--- src/design/bts_pkg.sv ---
// shared constants and types for the bilinear texture sampler
// no dependencies
`timescale 1ns / 1ps
`default_nettype none
package bts_pkg;
	localparam int MAX_SIDE_DEF   = 256;
	localparam int COORD_FRAC_DEF = 16;
	localparam int CFG_W          = 9;
	localparam int CFG_IDX_W      = 8;
	localparam int CHAN_W         = 16;
	localparam int TEXEL_W        = 32;
	localparam int ADDR_IN_W      = 16;
	localparam int SIDE_RESET     = 256;

	localparam logic [CFG_IDX_W-1:0] REG_WIDTH  = 8'd0;
	localparam logic [CFG_IDX_W-1:0] REG_HEIGHT = 8'd1;

	localparam int POS_RED   = 16;
	localparam int POS_GREEN = 8;
	localparam int POS_BLUE  = 0;
	localparam int POS_ALPHA = 24;

	typedef enum logic {
		OP_WRITE  = 1'b0,
		OP_SAMPLE = 1'b1
	} op_t;

	typedef struct packed {
		logic sample;
		logic write;
	} ctl_t;
endpackage
`default_nettype wire

--- src/design/bts_addr.sv ---
// coordinate scaling and neighbour address generation, stages s1 and s2
// uses bts_pkg
`timescale 1ns / 1ps
`default_nettype none
module bts_addr #(
	parameter int SW    = 9,
	parameter int AW    = 16,
	parameter int F     = 16,
	parameter int DEPTH = 65536
) (
	input  wire logic                          clk,
	input  wire logic                          arst_n,
	input  wire logic                          accept,
	input  wire logic                          op,
	input  wire logic [bts_pkg::ADDR_IN_W-1:0] texel_address,
	input  wire logic [bts_pkg::TEXEL_W-1:0]   texel_value,
	input  wire logic [F:0]                    u,
	input  wire logic [F:0]                    v,
	input  wire logic                          bilinear,
	input  wire logic [SW-1:0]                 w,
	input  wire logic [SW-1:0]                 h,
	output bts_pkg::ctl_t                      ctl_s2,
	output logic [AW-1:0]                      waddr_s2,
	output logic [bts_pkg::TEXEL_W-1:0]        wdata_s2,
	output logic [AW-1:0]                      a00_s2,
	output logic [AW-1:0]                      a10_s2,
	output logic [AW-1:0]                      a01_s2,
	output logic [AW-1:0]                      a11_s2,
	output logic [F-1:0]                       fx_s2,
	output logic [F-1:0]                       fy_s2
);
	import bts_pkg::*;

	localparam logic [F:0] ONE = (F+1)'(1) << F;

	logic [F:0]      cu, cv;
	logic [F+SW:0]   su, sv;
	logic            wr_ok;
	ctl_t            ctl_s1;
	logic [AW-1:0]   waddr_s1;
	logic [TEXEL_W-1:0] wdata_s1;
	logic [SW-1:0]   x_s1, y_s1;
	logic [F-1:0]    fx_s1, fy_s1;
	logic [2*SW-1:0] base;

	assign cu    = (u > ONE) ? ONE : u;
	assign cv    = (v > ONE) ? ONE : v;
	assign su    = (F+SW+1)'(cu) * (F+SW+1)'(w - SW'(2));
	assign sv    = (F+SW+1)'(cv) * (F+SW+1)'(h - SW'(2));
	assign wr_ok = 32'(texel_address) < 32'(DEPTH);

	always_ff @(posedge clk or negedge arst_n) begin
		if (!arst_n) begin
			ctl_s1 <= '0;
			ctl_s2 <= '0;
		end else begin
			ctl_s1.sample <= accept && (op == OP_SAMPLE);
			ctl_s1.write  <= accept && (op == OP_WRITE) && wr_ok;
			ctl_s2        <= ctl_s1;
		end
	end

	always_ff @(posedge clk) begin
		waddr_s1 <= AW'(texel_address);
		wdata_s1 <= texel_value;
		x_s1     <= su[F +: SW];
		y_s1     <= sv[F +: SW];
		fx_s1    <= bilinear ? su[F-1:0] : '0;
		fy_s1    <= bilinear ? sv[F-1:0] : '0;
	end

	assign base = (2*SW)'(y_s1) * (2*SW)'(w) + (2*SW)'(x_s1);

	always_ff @(posedge clk) begin
		waddr_s2 <= waddr_s1;
		wdata_s2 <= wdata_s1;
		a00_s2   <= AW'(base);
		a10_s2   <= AW'(base + (2*SW)'(1));
		a01_s2   <= AW'(base + (2*SW)'(w));
		a11_s2   <= AW'(base + (2*SW)'(w) + (2*SW)'(1));
		fx_s2    <= fx_s1;
		fy_s2    <= fy_s1;
	end
endmodule
`default_nettype wire

--- config.mk ---
export PLATFORM = sky130hd
export DESIGN_NAME = bts_addr
export DESIGN_NICKNAME = d
export VERILOG_FILES = /design/src/design/bts_pkg.sv /design/src/design/bts_addr.sv
export SDC_FILE = /design/constraint.sdc
export NUM_CORES = 1
export LEC_CHECK = 0
export ABC_AREA = 1
export BUFFER_PORTS_ARGS = -buffer_cell sky130_fd_sc_hd__buf_2
export CORE_AREA = 2 2 197 199
export DETAILED_ROUTE_END_ITERATION = 16
export DIE_AREA = 0 0 199 201
export PLACE_DENSITY = 0.8
export SLEW_MARGIN = 20
export SYNTH_ARGS = -nofsm -noshare
export SYNTH_HDL_FRONTEND = slang
export SYNTH_SLANG_ARGS = --single-unit
export TNS_END_PERCENT = 30
--- constraint.sdc ---
create_clock -name clk -period 14.2 [get_ports clk]
set_input_delay 0 -clock clk [delete_from_list [all_inputs] [get_ports clk]]
set_output_delay 0 -clock clk [all_outputs]
set_load 0.01 [all_outputs]
=== Word level (Yosys, flattened, before mapping) ===
Cells that the tools add are included.

* Input port bits: 105
* Output and inout port bits: 146
* Latch bits: 0
* Bits in writable memories: 0
* Bits in read-only memories: 0
* Logic and storage cells: 34
* Register bits: 246
* Memories: 0

* Reduce and logical (&&, ||, !) cells: 2
* Shift-type cells: 0
* Magnitude comparators: 2
* Mux-type cells: 2
* Divide/modulo/power cells: 0
* Bitwise operators: 1
* Add/subtract/negate cells: 6
* Equality and inequality tests: 0
* Multipliers: 3

{| class="wikitable"
|+ Operator list
! cell !! number
|-
| multiplier 18 x 10 -> 25 bit || 2
|-
| greater-than comparator 17 bit (second input constant) || 2
|-
| two-way mux 17 bit || 2
|-
| adder 16 x 1 -> 16 bit (second input constant) || 2
|-
| adder 16 x 9 -> 16 bit || 2
|-
| subtractor 9 x 2 -> 10 bit (second input constant) || 2
|-
| multiplier 9 x 9 -> 16 bit || 1
|-
| logical AND 1 bit || 2
|-
| inverter 1 bit || 1
|}

=== Longest topological paths before layout ===
* Depth in word-level cells: 4
* Depth in mapped cells: 35
* Mapped depth without buffers: 34

=== Worst setup path after synthesis ===
Ideal clock, no wire load.

* Path type: register to register
* Start: register y_s1[6]
* End: register a11_s2[13]
* Data required time: 14.085 ns
* Path slack: 8.417 ns
* Path buffers: 1
* Data arrival time: 5.669 ns
* Stages on the path, launching flop included: 31
* Cell sequence: dfxtp_1 > clkbuf_1 > nand2_1 > fa_1 > inv_1 > fa_1 > inv_1 > fa_1 > fa_1 > inv_1 > fa_1 > ha_1 > nand2_1 > nor2_1 > nand2_1 > nand2_1 > xor2_1 > ha_1 > inv_1 > o21ai_0 > a21oi_1 > nand2_1 > nor2_1 > nand2_1 > nand2_2 > nand3_1 > nor2_2 > nand2_1 > nor2_2 > nand2_1 > and2_1

* Cells in the longest elaborated chain, start to end: 4

{| class="wikitable"
|+ RTL lines
! element !! RTL line !! text
|-
| start, declared || bts_addr.sv:42 || <nowiki>logic [SW-1:0] x_s1, y_s1;</nowiki>
|-
| start signal, assigned || bts_addr.sv:67 || <nowiki>y_s1 <= sv[F +: SW];</nowiki>
|-
| multiplier 9 x 9 -> 16 bit || bts_addr.sv:72 || <nowiki>assign base = (2*SW)'(y_s1) * (2*SW)'(w) + (2*SW)'(x_s1);</nowiki>
|-
| adder 16 x 9 -> 16 bit || bts_addr.sv:72 ||
|-
| via base[8] || bts_addr.sv:44 || <nowiki>logic [2*SW-1:0] base;</nowiki>
|-
| adder 16 x 9 -> 16 bit || bts_addr.sv:80 || <nowiki>a11_s2 <= AW'(base + (2*SW)'(w) + (2*SW)'(1));</nowiki>
|-
| adder 16 x 1 -> 16 bit || bts_addr.sv:80 ||
|-
| end signal, assigned || bts_addr.sv:80 ||
|-
| end, declared || bts_addr.sv:28 || <nowiki>output logic [AW-1:0] a11_s2,</nowiki>
|}

The timed path passes the listed nets, and every way through them passes these cells.
A chain may end at the register's enable or synchronous reset.

=== Worst setup path in the final report ===
* Start: input w[1]
* End: register x_s1[3]

* Cells in the longest elaborated chain, start to end: 2

{| class="wikitable"
|+ RTL lines
! element !! RTL line !! text
|-
| start, declared || bts_addr.sv:20 || <nowiki>input wire logic [SW-1:0] w,</nowiki>
|-
| subtractor 9 x 2 -> 10 bit || bts_addr.sv:48 || <nowiki>assign su = (F+SW+1)'(cu) * (F+SW+1)'(w - SW'(2));</nowiki>
|-
| multiplier 18 x 10 -> 25 bit || bts_addr.sv:48 ||
|-
| via su[19] || bts_addr.sv:37 || <nowiki>logic [F+SW:0] su, sv;</nowiki>
|-
| end signal, assigned || bts_addr.sv:66 || <nowiki>x_s1 <= su[F +: SW];</nowiki>
|-
| end, declared || bts_addr.sv:42 ||
|}

The timed path passes the listed nets, and every way through them passes these cells.

==> impl_metrics.tcl <==
set metrics [dict create \
    cts_resized 0 \
    synth_warnings 0 \
    grt_usage_pct 27.4 \
    place_congestion 0.936 \
    nNetsFinal 3361 \
    grt_setup_unrepaired "no" \
    final-max-slew-violation-count 0 \
    status "finished, final reports clean" \
    cts.sinks 246 \
    tns_ns 0 \
    wl_per_cell_um 16.0 \
    yosys.area_share.xor_xnor_pct 3.21 \
    slowest_delay_ns 0.66 \
    cts_root_buf "clkbuf_16" \
    route.vias.total 16700 \
    yosys.area_share.simple_pct 17.7 \
    drive_above_1_share_pct 11.8 \
    worst_pin_slew_ns 0.814 \
    ios 251 \
    grt_busiest_layer "met2" \
    max_cap_viol_count 0 \
    grt_pass1_wl_um 87100 \
    stdcell_area_um2 23800 \
    wirelength_um 53100 \
    htreeDepth 1 \
    clock_path_buffers 3 \
    synth_edf_count 0 \
    use_met2_pct 47.7 \
    yosysMostFrequentCell "inv_1" \
    synth.area.mux_share_pct 0 \
    avgSynthCellArea_um2 8.34 \
    startpoint_type "input pin" \
    period_minus_slack_ns 6.65 \
    post-cts-setup-buffers 0 \
    fin_skew_ns 0.0170 \
    cp-end-kind "register" \
    synth_top_cell_by_area "fa_1" \
    io_buffers 250 \
    syn-instance-count 2477 \
    via_per_inst 5.05 \
    cts_tree "done" \
    synth.top_cell.area_share_pct 28.4 \
    coreArea_um2 38100 \
    place_area_um2 22500 \
    grt_max_degree 23 \
    use_met1_pct 34.4 \
    synth_fa_ha_area_share_pct 39.7 \
    path_delay_family "adder cells" \
    crit_slowest_cell "xor2_1" \
    clk_pin_slew_ns 0.07 \
    setup_viol_count_final 0 \
    relSlewSlack_pct 45.6 \
    area_growth_pct 15.3 \
    synthArstFlopShare_pct 1.63 \
    max_freq_mhz 150 \
    fp.dieH_um 201 \
    dieWidth_um 199 \
    hold_viol 0 \
    hold_class "input pin to register" \
    netlist_area_um2 20600 \
    overflow 0 \
    synth_area_leaders "fa_1 28%, dfxtp_1 23%, ha_1 11%" \
    ant_nets 0 \
    ys_seq_elements 246 \
    syn_nets 3062 \
    drt_pass1_iterations 5 \
    path_buf_inv 9 \
    grt_pass1_vias 17700 \
    die_area_um2 40000 \
    start_util_pct 54.2 \
    seq_area_frac_synth_pct 23.9 \
    antenna_found_initial 2 \
    ys.flop_type "dfxtp_1" \
    row_count 72 \
    globalRouteMet3Util_pct 3.71 \
    cts_made_buffers 23 \
    post-route-drc-count 0 \
    worstPathRequired_ns 14.62 \
    synth_top_family_by_area "adder cells" \
    crit_type "input pin to register" \
    hpwl_um 42400 \
    synth_cell_types 44 \
    fill_cells 3229 \
    drt-initial-drc-count 982 \
    synth.top_cells.by_count "586 x inv_1, 544 x nand2_1, 293 x fa_1" \
    cp_data_arrival_time_ns 7.07 \
    clkLatencyLatePin_ns 0.53 \
    synth_compound_area_share_pct 3.77 \
    cpMostUsedCell "inv_1" \
    crit_fanout 19 \
    min_period_over_period_pct 46.8 \
]
-- logic make-up after synthesis --
family | after synthesis
adder cells (fa/ha/maj) | 480
XOR/XNOR | 73
buffers and inverters | 638
AO/OA/AOI/OAI | 138
AND/OR/NAND/NOR | 902
flip-flops | 246
-- registers in the layout, summed over array words and instances, names as in the netlist --
register  cells
wdata_s1     32
wdata_s2     32
a00_s2       16
a01_s2       16
a10_s2       16
a11_s2       16
fx_s1        16
fx_s2        16
fy_s1        16
fy_s2        16
waddr_s1     16
waddr_s2     16
x_s1          9
y_s1          9
ctl_s1        2
ctl_s2        2
-- worst paths after layout --
path	to	cells after the start	slack (ns)	from
max in group asynchronous	ctl_s2[1]$_DFF_PN0_	3	13.66	arst_n
worst max-delay path	x_s1[3]$_DFF_P_	27	7.55	w[1]
min in group asynchronous	ctl_s1[0]$_DFF_PN0_	3	0.38	arst_n
worst min-delay path	a01_s2[0]$_DFF_P_	2	0.05	w[0]
worst min register to register	wdata_s2[27]$_DFF_P_	0	0.32	wdata_s1[27]$_DFF_P_
worst max register to register	a11_s2[13]$_DFF_P_	31	7.75	y_s1[7]$_DFF_P_
-- metrics by stage --
step                      worst slack, ns  util (%)  instances  hold slack [ns]
after floorplan                      8.42         -       2477           -0.296
after global placement               7.47      58.9       3215           -0.198
after detailed placement             7.15      58.9       3215           -0.191
after CTS                            7.64      62.5       3310           0.0217
after global routing                 6.88      62.5       3312           0.0648
final                                7.55      62.5       3312           0.0453
-- routing by layer --
layer  wire length, um  vias up  share of wire (%)
li1                  -     7936                  -
met1             21700     8019                 41
met2             25900      628                 49
met3              3560      133                6.7
met4              1900        0                3.6
met5                 0        -                  0
-- worst register-to-register path: cells and delay by family, from the launching register on --
kind	cells	cell delay [ns]
adder cells (fa/ha/maj)	7	3.12
flip-flops	1	0.56
AND/OR/NAND/NOR	17	1.86
buffers and inverters	6	0.40
XOR/XNOR	1	0.41
-- repair_timing --
| action | in CTS | in global routing |
|---|---|---|
| setup endpoints to repair | 0 | 0 |
| hold buffers | 54 | 0 |
| hold endpoints to repair | 75 | 0 |
-- placed cells by master, fill, tap and decap left out, types with 8 or more instances in the layout --
master,netlist,final
inv_1,586,586
dlygate4sd3_1,0,54
a21oi_1,67,67
o21a_1,9,9
xnor2_1,21,21
nor2_1,226,226
clkbuf_16,0,23
nand2_1,544,544
nor3_1,9,9
xor2_1,49,49
inv_2,10,10
dfxtp_1,242,242
fa_1,293,293
nand3_1,69,69
nand4_1,14,14
nor4_1,11,11
buf_2,2,250
buf_4,1,8
ha_1,187,187
o21ai_0,35,35
-- cell type report --
type                       count  area (um2)  share of cell area, %
clock buffer                  30         632                   2.65
tap                          518         648                   2.72
clock inverter                11         171                  0.720
timing repair buffer         312        1850                   7.78
inverter                     600        2250                   9.46
multi-input combinational   1593       13300                   55.9
sequential                   246        4940                   20.8
antenna                        2        5.00                 0.0210
Power is not shown: default switching activity piles up to over one toggle a cycle in this logic, so the estimate is an artifact.
